===== config.mk =====
export PLATFORM = sky130hd
export DESIGN_NAME = dram_pattern_test_sequencer
export DESIGN_NICKNAME = d
export VERILOG_FILES = /design/src/rtl/dpts_pkg.sv /design/src/rtl/dram_pattern_test_sequencer.sv
export SDC_FILE = /design/constraint.sdc
export NUM_CORES = 1
export LEC_CHECK = 0
export BUFFER_PORTS_ARGS = -buffer_cell sky130_fd_sc_hd__clkbuf_2
export CAP_MARGIN = 20
export CELL_PAD_IN_SITES_DETAIL_PLACEMENT = 0
export CELL_PAD_IN_SITES_GLOBAL_PLACEMENT = 1
export CORE_MARGIN = 5
export CORE_UTILIZATION = 41
export DETAILED_ROUTE_END_ITERATION = 12
export PLACE_DENSITY_LB_ADDON = 0.1
export SKIP_CTS_REPAIR_TIMING = 1
export SYNTH_ARGS = -nofsm -noshare
export SYNTH_HDL_FRONTEND = slang
export SYNTH_SLANG_ARGS = --single-unit

===== constraint.sdc =====
create_clock -name i_clk -period 3.84 [get_ports i_clk]
set_input_delay 0.384 -clock i_clk [delete_from_list [all_inputs] [get_ports i_clk]]
set_output_delay 0.384 -clock i_clk [all_outputs]
set_load 0.01 [all_outputs]

===== src/rtl/dpts_pkg.sv =====
// shared types and codes for the dram pattern test sequencer
`timescale 1ns / 1ps

package dpts_pkg;

    // fixed widths of the beat fields
    localparam int ADDR_W     = 9;
    localparam int CFG_W      = 4;
    localparam int PHASE_W    = 3;

    typedef logic [1:0]         t_kind;
    typedef logic [1:0]         t_status;
    typedef logic [1:0]         t_sub;
    typedef logic [PHASE_W-1:0] t_phase;
    typedef logic [ADDR_W-1:0]  t_addr;
    typedef logic [CFG_W-1:0]   t_cfg;

    // access kinds
    localparam t_kind KIND_NONE  = 2'd0;
    localparam t_kind KIND_WRITE = 2'd1;
    localparam t_kind KIND_READ  = 2'd2;

    // run status
    localparam t_status ST_IDLE = 2'd0;
    localparam t_status ST_RUN  = 2'd1;
    localparam t_status ST_PASS = 2'd2;
    localparam t_status ST_FAIL = 2'd3;

    // phases
    localparam t_phase PHASE_FIRST         = 3'd0;
    localparam t_phase PHASE_CHECKER_FIRST = 3'd2;
    localparam t_phase PHASE_MARCH_FIRST   = 3'd4;
    localparam t_phase PHASE_LAST          = 3'd5;

    // sub-pass codes, solid and checkerboard phases
    localparam t_sub SUB_WRITE    = 2'd0;
    localparam t_sub SUB_READBACK = 2'd1;
    // sub-pass codes, march phases
    localparam t_sub SUB_FILL     = 2'd0;
    localparam t_sub SUB_MARCH_WR = 2'd1;
    localparam t_sub SUB_MARCH_RD = 2'd2;
    localparam t_sub SUB_RESTORE  = 2'd3;

    // address width register
    localparam t_cfg MIN_ADDR_BITS   = 4'd7;
    localparam t_cfg RESET_ADDR_BITS = 4'd8;

    // input commands
    localparam logic CMD_START = 1'b0;
    localparam logic CMD_DONE  = 1'b1;

    typedef struct packed {
        t_kind kind;
        logic  data;
    } t_access;

    // kind and data bit of the access at a given place in the run
    function automatic t_access access_at(t_phase phase, t_sub sub, logic col_lsb);
        t_access a;
        logic    march;
        march = phase[0];
        if (phase < PHASE_MARCH_FIRST) begin
            a.kind = (sub == SUB_WRITE) ? KIND_WRITE : KIND_READ;
            a.data = phase[0] ^ ((phase >= PHASE_CHECKER_FIRST) ? col_lsb : 1'b0);
        end else begin
            case (sub)
                SUB_FILL:     begin a.kind = KIND_WRITE; a.data = ~march; end
                SUB_MARCH_WR: begin a.kind = KIND_WRITE; a.data = march;  end
                SUB_MARCH_RD: begin a.kind = KIND_READ;  a.data = march;  end
                default:      begin a.kind = KIND_WRITE; a.data = ~march; end
            endcase
        end
        return a;
    endfunction

endpackage


===== src/rtl/dram_pattern_test_sequencer.sv =====
// dram pattern test sequencer: march-style test of a one-bit-wide dram
`timescale 1ns / 1ps

// channel   direction  handshake                  payload
// in        sink       i_in_valid / o_in_ready    i_cmd, i_read_bit
// out       source     o_out_valid / i_out_ready  access, status, phase, failure record
// cfg       sink       i_cfg_valid / o_cfg_ready  i_cfg_addr_bits
//
// one beat in gives one beat out; a beat is taken every cycle while the
// output register is empty or being drained, so throughput is one per clock
// and the out beat follows in the next cycle (sequencing state and output register)
// synchronous active-low reset: idle, phase 0, address width 8, no failure
// a stalled output holds its beat and blocks new input beats; cfg is always ready

module dram_pattern_test_sequencer
    import dpts_pkg::*;
#(
    parameter int MAX_ADDR_BITS = 9
) (
    input  logic    i_clk,
    input  logic    i_rst_n,
    // command / access-done beats
    input  logic    i_in_valid,
    output logic    o_in_ready,
    input  logic    i_cmd,
    input  logic    i_read_bit,
    // next access and status beats
    output logic    o_out_valid,
    input  logic    i_out_ready,
    output t_kind   o_access_kind,
    output t_addr   o_access_row,
    output t_addr   o_access_col,
    output logic    o_write_bit,
    output t_status o_status,
    output t_phase  o_test_phase,
    output t_addr   o_fail_row,
    output t_addr   o_fail_col,
    output logic    o_fail_expected,
    output logic    o_fail_actual,
    // address width register
    input  logic    i_cfg_valid,
    output logic    o_cfg_ready,
    input  t_cfg    i_cfg_addr_bits
);

    // counter width follows the largest array; ext width covers the 9-bit ports
    localparam int CW    = MAX_ADDR_BITS;
    localparam int EXT_W = (CW > ADDR_W) ? CW : ADDR_W;
    localparam t_cfg MAX_BITS = t_cfg'(MAX_ADDR_BITS);

    typedef logic [CW-1:0] t_cnt;

    // configuration
    t_cfg    r_addr_bits;

    // sequencing state
    t_phase  r_phase,     n_phase;
    t_sub    r_sub,       n_sub;
    t_cnt    r_row,       n_row;
    t_cnt    r_col,       n_col;
    t_kind   r_pend_kind, n_pend_kind;
    logic    r_pend_exp,  n_pend_exp;
    t_status r_status,    n_status;
    t_addr   r_fail_row,  n_fail_row;
    t_addr   r_fail_col,  n_fail_col;
    logic    r_fail_exp,  n_fail_exp;
    logic    r_fail_act,  n_fail_act;

    // output register
    logic    r_out_valid;
    t_kind   r_o_kind;
    t_addr   r_o_row;
    t_addr   r_o_col;
    logic    r_o_bit;

    logic    in_fire;
    t_cfg    eff_bits;
    logic [CW:0] size_sh;
    t_cnt    last_idx;
    logic    col_wrap, row_wrap;
    t_cnt    step_row, step_col;
    logic    step_wrapped;
    logic    ph_adv, run_done;
    t_access acc;
    logic    act;
    logic [EXT_W-1:0] row_ext, col_ext;

    assign o_cfg_ready = 1'b1;
    assign o_in_ready  = !r_out_valid || i_out_ready;
    assign in_fire     = i_in_valid && o_in_ready;

    // clamp the width register, then last index = 2^bits - 1
    always_comb begin
        if (r_addr_bits < MIN_ADDR_BITS) begin
            eff_bits = MIN_ADDR_BITS;
        end else if (r_addr_bits > MAX_BITS) begin
            eff_bits = MAX_BITS;
        end else begin
            eff_bits = r_addr_bits;
        end
        size_sh  = (CW+1)'(1) << eff_bits;
        last_idx = CW'(size_sh - (CW+1)'(1));
    end

    // one cell step, row-major; a counter past a shrunk size wraps too
    always_comb begin
        col_wrap     = r_col >= last_idx;
        row_wrap     = r_row >= last_idx;
        step_row     = r_row;
        step_col     = r_col + CW'(1);
        step_wrapped = 1'b0;
        if (col_wrap) begin
            step_col = '0;
            if (row_wrap) begin
                step_row     = '0;
                step_wrapped = 1'b1;
            end else begin
                step_row = r_row + CW'(1);
            end
        end
    end

    // next sequencing state for an accepted beat
    always_comb begin
        n_phase     = r_phase;
        n_sub       = r_sub;
        n_row       = r_row;
        n_col       = r_col;
        n_pend_kind = r_pend_kind;
        n_pend_exp  = r_pend_exp;
        n_status    = r_status;
        n_fail_row  = r_fail_row;
        n_fail_col  = r_fail_col;
        n_fail_exp  = r_fail_exp;
        n_fail_act  = r_fail_act;
        ph_adv      = 1'b0;
        run_done    = 1'b0;
        acc         = '0;

        if (i_cmd == CMD_START) begin
            // restart from the first phase, clear the failure record
            n_phase    = PHASE_FIRST;
            n_sub      = SUB_WRITE;
            n_row      = '0;
            n_col      = '0;
            n_fail_row = '0;
            n_fail_col = '0;
            n_fail_exp = 1'b0;
            n_fail_act = 1'b0;
            n_status   = ST_RUN;
            acc         = access_at(PHASE_FIRST, SUB_WRITE, 1'b0);
            n_pend_kind = acc.kind;
            n_pend_exp  = acc.data;
        end else if (r_status == ST_RUN) begin
            if (r_pend_kind == KIND_READ && i_read_bit != r_pend_exp) begin
                // first mismatch: latch the cell and stop
                row_ext     = EXT_W'(r_row);
                col_ext     = EXT_W'(r_col);
                n_fail_row  = row_ext[ADDR_W-1:0];
                n_fail_col  = col_ext[ADDR_W-1:0];
                n_fail_exp  = r_pend_exp;
                n_fail_act  = i_read_bit;
                n_status    = ST_FAIL;
                n_pend_kind = KIND_NONE;
            end else begin
                if (r_phase < PHASE_MARCH_FIRST) begin
                    // solid / checkerboard: full write pass, then full read pass
                    n_row = step_row;
                    n_col = step_col;
                    if (step_wrapped) begin
                        if (r_sub == SUB_WRITE) begin
                            n_sub = SUB_READBACK;
                        end else begin
                            n_sub  = SUB_WRITE;
                            ph_adv = 1'b1;
                        end
                    end
                end else begin
                    // march: fill pass, then write/read/restore per cell
                    case (r_sub)
                        SUB_MARCH_WR, SUB_MARCH_RD: begin
                            n_sub = r_sub + t_sub'(1);
                        end
                        SUB_FILL: begin
                            n_row = step_row;
                            n_col = step_col;
                            if (step_wrapped) begin
                                n_sub = SUB_MARCH_WR;
                            end
                        end
                        default: begin
                            n_row = step_row;
                            n_col = step_col;
                            if (step_wrapped) begin
                                n_sub  = SUB_FILL;
                                ph_adv = 1'b1;
                            end else begin
                                n_sub = SUB_MARCH_WR;
                            end
                        end
                    endcase
                end

                if (ph_adv) begin
                    if (r_phase >= PHASE_LAST) begin
                        run_done = 1'b1;
                    end else begin
                        n_phase = r_phase + t_phase'(1);
                    end
                end

                if (run_done) begin
                    n_status    = ST_PASS;
                    n_pend_kind = KIND_NONE;
                end else begin
                    acc         = access_at(n_phase, n_sub, n_col[0]);
                    n_pend_kind = acc.kind;
                    n_pend_exp  = acc.data;
                end
            end
        end
        // done beats while idle, passed or failed change nothing

        // address of the access being issued
        row_ext = EXT_W'(n_row);
        col_ext = EXT_W'(n_col);
    end

    // access fields are zero when no access is issued
    assign act = (n_status == ST_RUN) && (n_pend_kind != KIND_NONE);

    always_ff @(posedge i_clk) begin
        if (!i_rst_n) begin
            r_addr_bits <= RESET_ADDR_BITS;
        end else if (i_cfg_valid && o_cfg_ready) begin
            r_addr_bits <= i_cfg_addr_bits;
        end
    end

    always_ff @(posedge i_clk) begin
        if (!i_rst_n) begin
            r_phase     <= PHASE_FIRST;
            r_sub       <= SUB_WRITE;
            r_row       <= '0;
            r_col       <= '0;
            r_pend_kind <= KIND_NONE;
            r_pend_exp  <= 1'b0;
            r_status    <= ST_IDLE;
            r_fail_row  <= '0;
            r_fail_col  <= '0;
            r_fail_exp  <= 1'b0;
            r_fail_act  <= 1'b0;
        end else if (in_fire) begin
            r_phase     <= n_phase;
            r_sub       <= n_sub;
            r_row       <= n_row;
            r_col       <= n_col;
            r_pend_kind <= n_pend_kind;
            r_pend_exp  <= n_pend_exp;
            r_status    <= n_status;
            r_fail_row  <= n_fail_row;
            r_fail_col  <= n_fail_col;
            r_fail_exp  <= n_fail_exp;
            r_fail_act  <= n_fail_act;
        end
    end

    // output beat register
    always_ff @(posedge i_clk) begin
        if (!i_rst_n) begin
            r_out_valid <= 1'b0;
        end else if (in_fire) begin
            r_out_valid <= 1'b1;
        end else if (i_out_ready) begin
            r_out_valid <= 1'b0;
        end
    end

    always_ff @(posedge i_clk) begin
        if (in_fire) begin
            r_o_kind <= act ? n_pend_kind : KIND_NONE;
            r_o_row  <= act ? row_ext[ADDR_W-1:0] : '0;
            r_o_col  <= act ? col_ext[ADDR_W-1:0] : '0;
            r_o_bit  <= act ? n_pend_exp : 1'b0;
        end
    end

    // status, phase and failure record come straight from the state registers,
    // which only move together with the output beat
    assign o_out_valid     = r_out_valid;
    assign o_access_kind   = r_o_kind;
    assign o_access_row    = r_o_row;
    assign o_access_col    = r_o_col;
    assign o_write_bit     = r_o_bit;
    assign o_status        = r_status;
    assign o_test_phase    = r_phase;
    assign o_fail_row      = r_fail_row;
    assign o_fail_col      = r_fail_col;
    assign o_fail_expected = r_fail_exp;
    assign o_fail_actual   = r_fail_act;

endmodule

==> results by group <==
Run status
  – Status: completed

Placed design
  – GP Congestion: slightly below 0.9
  – Placed cell areas: between 4000 and 5000 um2
  – PortBufs: 58
  – Placed wire-length estimate: between 7000 and 8000 um

Synthesis
  – Seq cells post-synth: between 70 and 80
  – Cell taking the most area after synthesis: dfxtp_1
  – Register area share after synthesis: 40.53%
  – Most frequent cell after synthesis: nand2_1
  – Mapped Avg Cell Area: between 8 and 9 um2
  – Netlist cell types: a little under 60
  – Dominant synthesized flop cell: dfxtp_1
  – Area of the mapped netlist: about 4200 um2
  – Yosys warning count: 0
  – Number of synthesized flops with an enable pin: 21
  – Top post-synthesis cells by count: nand2_1, dfxtp_1, nand3_1
  – Synth top area share: roughly a quarter
  – Mapped Cells: just under 500
  – FFs w/ async S/R, synth: 0%
  – Synth area leaders: dfxtp_1, edfxtp_1, nand2_1

Power
  – Lkg Pwr: ~1.9 nW
  – Power Density: about 360 nW/um2
  – Combinational power share: 9.4%
  – Clock share of power: between 40% and 50%
  – Peak supply drop: about 180 uV
  – Switching power: 0.4325 mW
  – Pint: ~1.3 mW
  – Switching fraction of total power: between 20% and 30%
  – Seq pwr share: between 40% and 50%

Clock network
  – CTS HTree Levels: 3
  – Clk pin slew, worst setup/hold paths: around 0.08 ns
  – CTS Sinks: between 70 and 80
  – Clock Latency Late Sink: 0.36 ns
  – CTS Buf Count: 9
  – Root Driver: clkbuf_8
  – TritonCTS clock tree: done
  – Longest Clk Path Bufs: 2

Worst setup path
  – Worst-path maximum fanout: 13
  – Crit path cell chain: inv_1 -> ha_1 -> nor2b_1 -> o21ai_0 -> a211oi_1 -> o2bb2ai_2 -> and3_1 -> nand4b_1 -> nand2_1 -> and2_1 -> nor2_1
  – CP peak stage delay: 0.52 ns
  – Slowest CP cell: dfxtp_1
  – Worst EP required: a little under 4 ns
  – Worst EP arrival: around 3.4 ns
  – Crit path capture type: register
  – CP startpoint kind: register
  – Critical Setup Path Class: reg2reg

STA
  – Final Max Tran Viols: 0
  – Unrepaired setup endpoints after global routing: false
  – Final hold vios: 0
  – Final setup vio count: 0
  – Final TNS setup: 0 ns
  – Slew HR: 37.19%
  – Fmax achieved: approximately 0.3 GHz
  – Worst slew pin tran: ~0.94 ns
  – Min Tclk post-route: roughly 3.3 ns
  – Tcrit/Tclk final: a little under nine tenths
  – Worst Skew: between 0.01 and 0.015 ns

GRT
  – Total Routing Usage GR: between 15 and 20%
  – Largest net degree at the start of global routing: 56
  – First-pass GRT wire length: roughly 18000 um
  – Initial antenna violation count: 0
  – GRT overflow: 0
  – Number of global-route vias before repair: approximately 3.5k

Floorplan
  – I/O pin cnt: 60
  – Row count: 36
  – Die Area: 12300 um2
  – Die outline height: ~110 um
  – Die Width: roughly 110 um
  – Effective utilization at floorplan: roughly 42%
  – Core area: about 10000 um2

Final layout
  – Layout cell share with drive strength beyond 1: between 10% and 20%
  – Post-layout util: 48.43%
  – Antenna cells: 0
  – Nets: about 570
  – Fillcell total: between 1k and 1.5k
  – Synth-to-Final Area Change: 14.45%
  – Final Cell Area: 4777 um2

Route
  – DRT Pass-1 Iters: 4
  – DRC: 0
  – Drt wl/cell: between 15 and 20 um
  – Detail Route Antenna Nets: 0
  – Iter 0 DRT Violations: 208
  – DR vias: about 3.6k
  – Vias per inst: approximately 5.3
  – Final WL: 10870 um

Hold path
  – Worst Hold Class: in2reg

Job
  – # Max-Cap Violations: 0
flip-flops by register name (all words and copies together) (netlist names):
name	flops
r_col	9
r_addr_bits	4
o_fail_actual	1
o_fail_row	9
o_test_phase	3
o_access_col	9
r_pend_exp	1
o_fail_expected	1
o_out_valid	1
r_row	9
o_access_row	9
r_pend_kind	2
r_sub	2
o_fail_col	9
o_access_kind	2
o_status	2
o_write_bit	1
metal layers:
layer	GRT usage, %	up-vias	share of wire, %
met1	23.63	1694	47
met5	0	-	0
met2	29.61	72	47
met3	3.548	13	4.9
met4	5.747	0	1.2
li1	-	1826	-
final timing paths:
kind / slack, ns / startpoint / depth (start not counted) / endpoint
worst min-delay path: 0.25 / i_cfg_addr_bits[3] / 3 / r_addr_bits[3]
worst max-delay path: 0.57 / r_col[0] / 11 / o_access_row[8]
worst max register to register: 0.57 / r_col[0] / 11 / o_access_row[8]
worst min register to register: 0.47 / o_fail_row[0] / 2 / o_fail_row[0]
metrics by stage:
stage | setup WS (ns) | total power, mW | hold slack, ns | instances
6_report | 0.5666 | 1.740 | 0.2484 | 677
3_3_place_gp | 0.6521 | 1.014 | 0.4559 | 661
5_1_grt | 0.2580 | 1.809 | 0.2595 | 677
2_1_floorplan | 1.145 | 0.9619 | 0.4692 | 500
3_5_place_dp | 0.5846 | 1.016 | 0.4603 | 661
4_1_cts | 0.5801 | 1.765 | 0.2393 | 677
final cells by class:
type	instances	area (um2)	share of cell area, %
clock inverter	6	115.1	2.410
clock buffer	10	127.6	2.672
inverter	15	56.30	1.179
tap	133	166.4	3.484
multi-input combinational	375	2285	47.83
sequential	74	1692	35.41
timing repair buffer	64	335.3	7.019
layout by cell type (no fill, tap or decap), types with 8 or more instances in the layout:
cell,instances
nand2_1,65
clkbuf_2,58
dfxtp_1,53
nand3_1,34
o21ai_0,33
nor2_1,26
a21boi_0,25
a21oi_1,23
edfxtp_1,21
nor2b_1,18
and2_1,18
ha_1,15
inv_1,14
nor3_1,12
and3_1,12
nand2b_1,11
clkbuf_8,9
nand4_1,8
nor3b_1,8
power groups by stage:
stage / Sequential (mW) / Combinational, mW / Clock (mW)
after detailed placement: 0.851 / 0.165 / 0
after global routing: 0.836 / 0.183 / 0.790
after CTS: 0.833 / 0.165 / 0.766
after floorplan: 0.853 / 0.109 / 0
final: 0.833 / 0.164 / 0.742
after global placement: 0.851 / 0.163 / 0
worst max-delay path: cells and delay by family, from the launching register on:
kind | cells | cell delay, ns
DFF | 1 | 0.52
adders and majority gates | 1 | 0.29
AOI/OAI and AO/OA | 3 | 0.70
and+or+nand+nor | 6 | 1.39
buffers and inverters | 1 | 0.11
logic make-up (layout without fill, tap and decap cells):
logic type	Yosys count	after routing	synth area share, %
AOI/OAI and AO/OA	113	113	18.44
xor gates and xnor gates	6	6	1.259
adders and majority gates	15	15	4.496
buffers and inverters	51	95	5.096
DFF	74	74	40.53
muxes	9	9	2.218
other	1	5	0.08984
and+or+nand+nor	227	227	27.88
No activity file was read; power rests on OpenSTA's default activity.
